**config.mk**
```make
export PLATFORM = sky130hd
export DESIGN_NAME = psf_div_cell
export DESIGN_NICKNAME = d
export VERILOG_FILES = /design/src/hdl/psf_pkg.sv /design/src/hdl/psf_div_cell.sv
export SDC_FILE = /design/constraint.sdc
export NUM_CORES = 1
export LEC_CHECK = 0
export BUFFER_PORTS_ARGS = -buffer_cell sky130_fd_sc_hd__buf_2
export CORE_AREA = 2 2 230 232
export DETAILED_ROUTE_END_ITERATION = 8
export DIE_AREA = 0 0 232 234
export PLACE_DENSITY_LB_ADDON = 0.05
export RECOVER_POWER = 25
export SETUP_SLACK_MARGIN = 0.4
export SYNTH_ARGS = -nofsm -noshare
export SYNTH_HDL_FRONTEND = slang
export SYNTH_SLANG_ARGS = --single-unit
```
**constraint.sdc**
```tcl
create_clock -name clk -period 0.8 [get_ports clk]
set_clock_uncertainty 0.15 [all_clocks]
set_input_delay 0 -clock clk [delete_from_list [all_inputs] [get_ports clk]]
set_output_delay 0 -clock clk [all_outputs]
set_load 0.02 [all_outputs]
```
**src/hdl/psf_pkg.sv**
```systemverilog
// shared widths, register codes and reset values for the spring force block
// no dependencies; used by psf_div_cell, the top level and the testbench
`timescale 1ns / 1ps

package psf_pkg;

    localparam int AXES          = 3;
    localparam int COORD_W       = 32;
    localparam int DIFF_W        = 33;
    localparam int MAG_W         = 33;
    localparam int SQ_W          = 66;
    localparam int SQRT_W        = 33;
    localparam int K_W           = 32;
    localparam int REST_W        = 31;
    localparam int EXT_W         = 33;
    localparam int KM_W          = 65;
    localparam int KM_LO_W       = 33;
    localparam int NUM_W         = 98;
    localparam int QUO_W         = 32;
    localparam int FRAC_BITS_DEF = 16;
    localparam int ADDR_W        = 3;
    localparam int DATA_W        = 32;

    localparam logic REG_STIFFNESS = 1'b0;
    localparam logic REG_REST      = 1'b1;

    localparam logic [K_W-1:0]    K_RESET    = 32'h0001_0000;
    localparam logic [REST_W-1:0] REST_RESET = '0;

endpackage

```
**src/hdl/psf_div_cell.sv**
```systemverilog
// one quotient bit of the three-lane restoring divider
// depends on psf_pkg for the lane count and quotient width
`timescale 1ns / 1ps

module psf_div_cell #(
    parameter int DEN_W = 49
) (
    input  logic                                         clk,
    input  logic                                         rst_n,
    input  logic                                         in_valid,
    input  logic [DEN_W-1:0]                             in_den,
    input  logic [psf_pkg::AXES-1:0][DEN_W:0]            in_rem,
    input  logic [psf_pkg::AXES-1:0][psf_pkg::QUO_W-1:0] in_acc,
    output logic                                         out_valid,
    output logic [DEN_W-1:0]                             out_den,
    output logic [psf_pkg::AXES-1:0][DEN_W:0]            out_rem,
    output logic [psf_pkg::AXES-1:0][psf_pkg::QUO_W-1:0] out_acc
);

    logic [psf_pkg::AXES-1:0][DEN_W:0]            rem_next;
    logic [psf_pkg::AXES-1:0][psf_pkg::QUO_W-1:0] acc_next;
    logic                                         valid_reg;
    logic [DEN_W-1:0]                             den_reg;
    logic [psf_pkg::AXES-1:0][DEN_W:0]            rem_reg;
    logic [psf_pkg::AXES-1:0][psf_pkg::QUO_W-1:0] acc_reg;

    // remainder stays below the divisor, so the shifted value fits one extra bit
    always_comb
    begin
        logic [DEN_W:0] rem_sh;
        logic           fits;
        for (int a = 0; a < psf_pkg::AXES; a++)
        begin
            rem_sh      = {in_rem[a][DEN_W-1:0], in_acc[a][psf_pkg::QUO_W-1]};
            fits        = (rem_sh >= {1'b0, in_den});
            rem_next[a] = fits ? (rem_sh - {1'b0, in_den}) : rem_sh;
            acc_next[a] = {in_acc[a][psf_pkg::QUO_W-2:0], fits};
        end
    end

    always_ff @(posedge clk or negedge rst_n)
    begin
        if (!rst_n)
        begin
            valid_reg <= 1'b0;
        end
        else
        begin
            valid_reg <= in_valid;
        end
    end

    always_ff @(posedge clk)
    begin
        den_reg <= in_den;
        rem_reg <= rem_next;
        acc_reg <= acc_next;
    end

    assign out_valid = valid_reg;
    assign out_den   = den_reg;
    assign out_rem   = rem_reg;
    assign out_acc   = acc_reg;

endmodule

```
==> metrics.md <==
| Metric | Value |
|---|---|
| Status | finished, violations left |
| Failing checks | hold timing, setup timing |
| Via/cell ratio | 4.90 |
| Share of cells above drive strength 1 | 62.1% |
| Final hold slack | -0.606 ns |
| VDD IR-drop max | 1520 µV |
| Top post-synthesis cells by area | dfxtp_1, ha_1, a21oi_1, o21ai_0, nand2_1 |
| Via count | 20100 |
| NumNets Final | 3836 |
| Root Driver | clkbuf_16 |
| Min Tclk post-route | 2.70 ns |
| Number of global-route vias before repair | 20500 |
| Grt total ovfl | 0 |
| Crit path cell chain | buf_8 -> clkinvlp_4 -> buf_12 -> buf_6 -> fa_2 -> a211oi_2 -> o21bai_2 -> a21oi_4 -> o21ai_4 -> a211o_1 -> o221ai_4 -> o21ai_4 -> a21boi_4 -> buf_12 -> buf_12 -> buf_12 -> buf_12 -> buf_16 -> o21ai_2 |
| Drt initial violations | 966 |
| GP Congestion | 0.912 |
| Area growth from synthesis to layout | 110% |
| Crit-path max FO | 6 |
| CP top delay family | compound AO/OA/AOI/OAI gates |
| Final WL | 86100 µm |
| Initial antenna violation count | 10 |
| Max-slew headroom at the worst pin | 62.8% |
| Seq. cell area | 6380 µm² |
| Cell with the most instances after synthesis | dfxtp_1 |
| Worst hold path class | primary input to flip-flop |
| Rows | 84 |
| Multi-input logic area | 11800 µm² |
| Reg clk slew, reported paths | 0.06 ns |
| FMAX | 0.371 GHz |
| Avg Cell Area, Syn | 8.50 µm² |
| Slowest CP cell | fa_2 |
| CTS tree | done |
| Share of the synthesized area in the top cell type | 36.3% |
| DRC | 0 |
| Post-DP HPWL | 64200 µm |
| Drt pass-1 iters | 5 |
| Worst Path Arrival | 2.99 ns |
| Syn nets | 2360 |
| Max Slew Vio Count | 0 |
| Final hold vios | 278 |
| Critical Path RT | 1.09 ns |
| Mapped Cells | 1912 |
| Fillers | 4220 |
| First-pass GRT wire length | 118000 µm |
| CP max stage delay | 0.38 ns |
| Mapped cell area | 16300 µm² |
| Worst setup path class | primary input to flip-flop |
| Worst Setup Slack, final | -1.90 ns |
| #FFs+latches synth | 296 |
| Clock sink total | 296 |
| Drt wl/cell | 20.9 µm |
| Cell Count, Final, Fillers Out | 4109 |
| Routed Antenna Nets | 0 |
| Die H | 234 µm |
| Final Cycle Share | 337% |
| Seq/Total Area, Yosys | 36.5% |
| Cell Pwr Density | 1860 nW/µm² |
| Die Width | 232 µm |
| Top cell by count, worst path | buf_12 |
| Cts bufs inserted | 37 |
| Critical Path Start Type | primary input |
| Largest net degree at the start of global routing | 17 |
| Ys Warns | 0 |
| RSZ-0062 raised after global routing | yes |
| Deepest clock path buffer count | 3 |
| Sum of buffers and inverters on the critical path | 9 |
| Total Die Area | 54300 µm² |
| Crit. End Element | flip-flop |
| CTS H-tree depth | 2 |
| Asr flop ratio synth | 0.338% |
| Slew @ Worst Pin | 0.553 ns |
| P_leak | 15.8 nW |
| Yosys cell types | 93 |
| Placed Cells | 3781 |
| Port Buffers | 590 |
| Max-cap viol count | 0 |
| Setup Viol. Count Final | 449 |
| Most frequent cells after synthesis | dfxtp_1, a21oi_1, nand2_1 |
| CORE AREA | 52000 µm² |
| GRT Resource Usage Total | 29.0% |
| # IOs | 594 |
| Post-synth EDFFs | 0 |
| Initial Util | 31.2% |
| Area leader, netlist | dfxtp_1 |
| Ys flop type | dfxtp_1 |
==> layer usage <==
metal	GRT usage [%]	part of all wire, %	vias up	wire length, µm
met5	0	0.040	-	34
met4	8.65	3.2	4	2730
met3	4.66	5.2	136	4450
met2	52.9	51	580	44000
met1	34.8	40	9608	34800
li1	-	-	9815	-
==> layout by cell type, fill, tap and decap left out, types with 51 or more instances in the layout <==
master,Yosys,routed
buf_4,6,660
buf_6,1,341
buf_2,19,281
dfxtp_2,0,259
a21oi_1,219,171
dlygate4sd3_1,0,138
nand2_1,200,127
ha_1,147,118
xnor2_1,83,80
nor2_1,123,79
o21ai_0,179,78
inv_1,90,65
a21o_1,65,65
o21ai_2,2,53
xor2_1,52,51
==> cell type report <==
class                   count  area share (%)
diodes                      9          0.0661
clock buffers              47            3.07
clock inverters            16           0.397
inverters                  91            1.16
multi-input cells        1453            34.7
flip-flops and latches    296            18.7
well taps                 688            2.53
repair buffers           1509            39.3
==> state kept, by name (all words and copies together), names as in the netlist <==
register,flops
out_rem,150
out_acc,96
out_den,49
out_valid,1
==> report_power, final <==
group,switching (W),internal [W]
Clock,0.00708,0.00960
Combinational,0.0133,0.0146
Sequential,0.00144,0.0172
Total,0.0218,0.0415
==> stage by stage <==
step	setup TNS (ns)	worst slack [ns]	cell area, µm²	total power (W)	util [%]
6_report	-377.56	-1.90	34100	0.0633	65.5
3_3_place_gp	-394.13	-2.79	25200	0.0381	48.4
5_1_grt	-400.22	-1.99	34100	0.0661	65.5
3_5_place_dp	-403.34	-2.81	25200	0.0381	48.4
2_1_floorplan	-278.79	-2.03	16700	0.0279	-
4_1_cts	-386.44	-1.83	30900	0.0590	59.4
==> repair_timing <==
action / in CTS / in global routing
setup buffers: 69 / 19
pin swaps: 136 / 69
endpoints found under the hold margin: 293 / 292
hold buffers: 134 / 4
cloned: 29 / 1
gates resized for setup: 437 / 1064
endpoints found under the setup margin: 449 / 449
==> worst paths after layout <==
| path | startpoint | endpoint | cells past startpoint |
|---|---|---|---|
| worst max-delay path | in_den[1] | out_rem[86] | 19 |
| worst min-delay path | in_den[1] | out_den[1] | 1 |
| max in group asynchronous | rst_n | out_valid | 2 |
| min in group asynchronous | rst_n | out_valid | 2 |
==> cell families after synthesis <==
logic type               Yosys count  synth area share, %
XOR/XNOR                         135                 7.27
buffers and inverters            163                 4.10
flip-flops                       296                 36.5
AND/OR/NAND/NOR                  514                 14.7
AO/OA/AOI/OAI                    634                 24.3
adder cells (fa/ha/maj)          150                 11.7
multiplexers                      20                 1.42
(Power assumes the default switching activity.)
