--- src/hdl/psf_sqrt_cell.sv ---
// one digit step of the pipelined integer square root
// depends on nothing but its parameter
`timescale 1ns / 1ps

module psf_sqrt_cell #(
    parameter int ROOT_W = 33
) (
    input  logic                  clk,
    input  logic                  rst_n,
    input  logic                  in_valid,
    input  logic [ROOT_W+1:0]     in_rem,
    input  logic [ROOT_W-1:0]     in_root,
    input  logic [2*ROOT_W-1:0]   in_rad,
    output logic                  out_valid,
    output logic [ROOT_W+1:0]     out_rem,
    output logic [ROOT_W-1:0]     out_root,
    output logic [2*ROOT_W-1:0]   out_rad
);

    logic [ROOT_W+1:0]   rem_sh;
    logic [ROOT_W+1:0]   trial;
    logic                fits;
    logic [ROOT_W+1:0]   rem_next;
    logic [ROOT_W-1:0]   root_next;
    logic [2*ROOT_W-1:0] rad_next;
    logic                valid_reg;
    logic [ROOT_W+1:0]   rem_reg;
    logic [ROOT_W-1:0]   root_reg;
    logic [2*ROOT_W-1:0] rad_reg;

    // bring down the next two radicand bits
    assign rem_sh    = {in_rem[ROOT_W-1:0], in_rad[2*ROOT_W-1 -: 2]};
    assign trial     = {in_root, 2'b01};
    assign fits      = (rem_sh >= trial);
    assign rem_next  = fits ? (rem_sh - trial) : rem_sh;
    assign root_next = {in_root[ROOT_W-2:0], fits};
    assign rad_next  = {in_rad[2*ROOT_W-3:0], 2'b00};

    always_ff @(posedge clk or negedge rst_n)
    begin
        if (!rst_n)
        begin
            valid_reg <= 1'b0;
        end
        else
        begin
            valid_reg <= in_valid;
        end
    end

    always_ff @(posedge clk)
    begin
        rem_reg  <= rem_next;
        root_reg <= root_next;
        rad_reg  <= rad_next;
    end

    assign out_valid = valid_reg;
    assign out_rem   = rem_reg;
    assign out_root  = root_reg;
    assign out_rad   = rad_reg;

endmodule

--- config.mk ---
export PLATFORM = sky130hd
export DESIGN_NAME = psf_sqrt_cell
export DESIGN_NICKNAME = d
export VERILOG_FILES = /design/src/hdl/psf_sqrt_cell.sv
export SDC_FILE = /design/constraint.sdc
export NUM_CORES = 1
export LEC_CHECK = 0
export ABC_AREA = 1
export BUFFER_PORTS_ARGS = -buffer_cell sky130_fd_sc_hd__buf_2
export CORE_ASPECT_RATIO = 0.8
export CORE_MARGIN = 2
export CORE_UTILIZATION = 45
export DETAILED_ROUTE_END_ITERATION = 10
export PLACE_DENSITY_LB_ADDON = 0.25
export SLEW_MARGIN = 20
export SYNTH_ARGS = -nofsm -noshare
export SYNTH_HDL_FRONTEND = slang
export SYNTH_SLANG_ARGS = --single-unit
--- constraint.sdc ---
create_clock -name clk -period 0.8 [get_ports clk]
set_input_delay 0.16 -clock clk [delete_from_list [all_inputs] [get_ports clk]]
set_output_delay 0.16 -clock clk [all_outputs]
set_load 0.05 [all_outputs]
==> metrics.csv, run 1 <==
metric,value,unit
port_buffers,267,
yosys_warnings,0,
grt_max_degree,25,
cts_root_buf,clkbuf_16,
synth_area_leader_cell,dfxtp_1,
haltStage,5_1_grt,
hpwl,15.0,mm
io_pins,272,
die_h,106,um
place_area,0.00869,mm^2
netlist_area,0.00589,mm^2
avgSynthCellArea,7.31,um^2
postSynthCellCount,806,
rows,37,
clock_path_buffers,2,
worst_endpoint,out_rem[13]$_DFF_P_/D,
synth_area_leaders,"dfxtp_1, nand2_1, inv_1, ha_1, nor2_1",
error,"[ERROR DPL-0038] Utilization greater than 100%, impossible to legalize",
initial_utilization,45.9,%
ctsHtreeMaxLevel,4,
die_w,132,um
cts.sinks,133,
ys_seq_area_share,45.3,%
routabilityCongestion,0.974,
status,stopped before the end,
yosys.cell_types.count,28,
cts_buffers,17,
worst_path_end_type,register data pin,
ys_ff_latch,133,
yosys.area.top_type_share,44.9,%
## metrics by stage
stage	util, %	worst slack, ns	instances	TNS [ns]	hold slack (ns)
detailed placement	67.8	-1.14	1357	-39.92	-0.0634
floorplan	-	-0.736	807	-25.60	-0.136
global placement	67.8	-1.11	1357	-38.30	-0.0651
CTS	95.1	-0.650	1526	-56.52	0.000230
## cells by family after synthesis
family	count (synthesis)	synth area share (%)
and+or+nand+nor	411	29.0
adders and majority gates	35	7.44
other	1	0.0637
buffers and inverters	160	11.2
xor gates and xnor gates	18	2.68
DFF	133	45.3
AOI/OAI and AO/OA	48	4.29
## repair_timing
action,CTS
endpoints found under the setup margin,169
hold buffers,119
resized for setup,557
pin swaps,10
cloned,2
buffers inserted,16
endpoints found under the hold margin,119
## Yosys cell counts
library cell / n
a21oi_1: 28
nand2_2: 5
o21bai_1: 3
nand3_1: 33
o21ai_1: 2
nand2_1: 297
nor2_2: 5
dfrtp_1: 1
nor3_1: 6
dfxtp_1: 132
a21boi_0: 1
buf_12: 1
nor2_1: 45
o21ai_0: 13
nand4_1: 4
inv_1: 150
ha_1: 35
and2_1: 2
conb_1: 1
xor2_1: 17
nand3b_1: 2
inv_2: 1
nand3_2: 11
buf_4: 5
buf_6: 3
o211ai_1: 1
or2_2: 1
xnor2_1: 1
==> inputs of run 2 (changes only) <==
- CORE_ASPECT_RATIO: 0.8 -> not set
- CORE_UTILIZATION: 45 -> 30
- PLACE_DENSITY_LB_ADDON: 0.25 -> 0.15
==> metrics.csv, run 2 <==
metric,value,unit,change
ys.flop_type,dfxtp_1,,
ys_ff_latch,133,,unchanged
yosys.cell_count.top_type,nand2_1,,
antenna_found_initial,0,,
routed_wl,26.0,mm,
setup_violations,169,,
fin_cells,1619,,
clock_path_buffers,2,,unchanged
cts_tree,done,,
fin_ws,-0.671,ns,
ys_seq_area_share,45.3,%,unchanged
total_power,0.0248,W,
wl_per_cell,16.0,um,
overflow,0,,
yosys_warnings,0,,unchanged
yosys-top-cells-count,"nand2_1, inv_1, dfxtp_1, nor2_1, ha_1",,
cts_root_buf,clkbuf_16,,
holdPathStages,3,,
routabilityCongestion,0.885,,-9.1%
yosys.cell_types.count,28,,unchanged
placedCellCount,1444,,+6.4%
synth_xor_area_share,2.68,%,unchanged
first_pass_iters,5,,
synth_area_leader_cell,dfxtp_1,,
die-area,0.0208,mm^2,
drtIter0Drc,198,,
rsz0062_at_grt,yes,,
netlist_area,0.00589,mm^2,unchanged
yosys.area_share.adder,7.44,%,unchanged
largest_register_ffs,64,,
path_common_cell,nand2_2,,
rows,51,,+38%
layout_common_cells,"nand2_1, inv_1, buf_2, dfxtp_2, dlygate4sd3_1",,
peakVddDrop,1530,uV,
synth_edf_count,0,,unchanged
hold_class,primary input to flop,,
slowest_stage,ha_4,,
crit_chain,buf_6 > inv_4 > ha_4 > buf_6 > nand2_4 > inv_2 > nand2_2 > nand2_2 > nand2_2 > nand2_2 > a21oi_2 > nand2_2 > nand2_4 > nand2_8 > clkinv_8 > clkbuf_16 > nand2_2 > nand2_1,,
slowest_delay,0.20,ns,
synth_top_family_by_area,simple AND/OR/NAND/NOR gates,,
core-area,0.0193,mm^2,
synth-simple-area-share,29.0,%,unchanged
final_area,0.0128,mm^2,
crit_arrival,1.83,ns,
areaGrowthSynthToFinish,117,%,
finalCritPeriodShare,184,%,
utilization,66.1,%,
place_area,0.00879,mm^2,+1.2%
initial_utilization,30.5,%,-15 points
synth_compound_area_share,4.29,%,unchanged
maxSlewViolCount,0,,
hpwl,16.4,mm,+9.1%
cp.required,1.16,ns,
die_w,144,um,+9.3%
max_cap_violations,0,,
violations,negative setup slack,,
avgSynthCellArea,7.31,um^2,unchanged
antenna_left,0,,
cp-end-kind,flop,,
track_usage,23.0,%,
start_kind,primary input,,
postSynthCellCount,806,,unchanged
criticalPathCategory,primary input to flop,,
p_per_area,1940,mW/mm^2,
grt_pass1_vias,7060,,
port_buffers,267,,unchanged
finalHoldViolations,0,,
crit_path_max_fanout,6,,
cts.sinks,133,,unchanged
cts_buffers,17,,unchanged
die_h,144,um,+36%
fillers,1556,,
leakage,6.42,nW,
fin_nets,1513,,
ctsHtreeMaxLevel,4,,unchanged
io_pins,272,,unchanged
period_needed,1.47,ns,
final_common_cell,nand2_1,,
vias,6948,,
yosys.area.top_type_share,44.9,%,unchanged
synthMuxAreaShare,0,%,unchanged
grt_max_degree,22,,
synth_area_leaders,"dfxtp_1, nand2_1, inv_1, ha_1, nor2_1",,
synthArstFlopShare,0.752,%,unchanged
routed_via_density,4.29,,
status,"finished, violations left",,
fmax,680,MHz,
drive_gt1_share,55.3,%,
grt_pass1_wl,36.2,mm,
clk_pin_slew_worst_paths,0.06,ns,
diodes,0,,
drc,0,,
-- run 2: cell counts after synthesis --
No cell type changed its count.
-- run 2: worst paths after layout --
check / from / slack, ns / to
min in group asynchronous: rst_n / 0.04 / out_valid$_DFF_PN0_
setup / recovery: in_root[12] / -0.67 / out_rem[23]$_DFF_P_
max in group asynchronous: rst_n / 0.66 / out_valid$_DFF_PN0_
hold / removal: in_rem[16] / 0.03 / out_rem[18]$_DFF_P_
-- run 2: layout make-up --
class                   instances  area [um^2]  share of cell area (%)
well taps                     265          332                    2.59
multi-input cells             514         3470                    27.1
clock buffers                  18          439                    3.43
flip-flops and latches        133         2840                    22.2
clock inverters                14          133                    1.04
repair buffers                524         4980                    39.0
inverters                     151          597                    4.67
-- run 2: what timing repair did --
action | 4_1_cts | 5_1_grt
gates cloned | 2 | 3
resized for setup | 539 | 129
pin swaps | 11 | 47
setup endpoints to repair | 169 | 169
hold buffers | 124 | 0
hold endpoints to repair | 124 | 0
setup buffers | 6 | 9
-- run 2: metrics by stage --
stage | TNS [ns] | hold WS (ns) | setup slack (ns)
after floorplan | -25.60 | -0.136 | -0.736
after global placement | -41.29 | -0.0648 | -1.18
after detailed placement | -40.35 | -0.0640 | -1.16
after CTS | -58.77 | 0.00938 | -0.635
after global routing | -64.91 | 0.0499 | -0.760
final | -58.74 | 0.0274 | -0.671
-- run 2: logic make-up after synthesis --
kind of cell,after synthesis
other,1
buffers and inverters,160
XOR/XNOR,18
flip-flops,133
adder cells (fa/ha/maj),35
AO/OA/AOI/OAI,48
AND/OR/NAND/NOR,411
-- run 2: routing by layer --
layer,vias up,part of all wire [%],GRT usage [%]
li1,3511,-,-
met1,3136,39,25.7
met2,236,50,41.1
met3,65,6.2,4.64
met4,0,4.5,12.1
met5,-,0,0
-- run 2: critical path, delay by kind of cell --
kind,cells,cell delay [ns]
fa+ha+maj,1,0.20
buf+inv,6,0.59
compound gates,1,0.18
simple gates,10,0.69
-- run 2: where the power goes --
part | switching, W | internal, W
clock network | 0.00361 | 0.00421
registers | 0.000416 | 0.00735
logic | 0.00503 | 0.00416
Note: power is estimated with default switching activity, not from simulation.
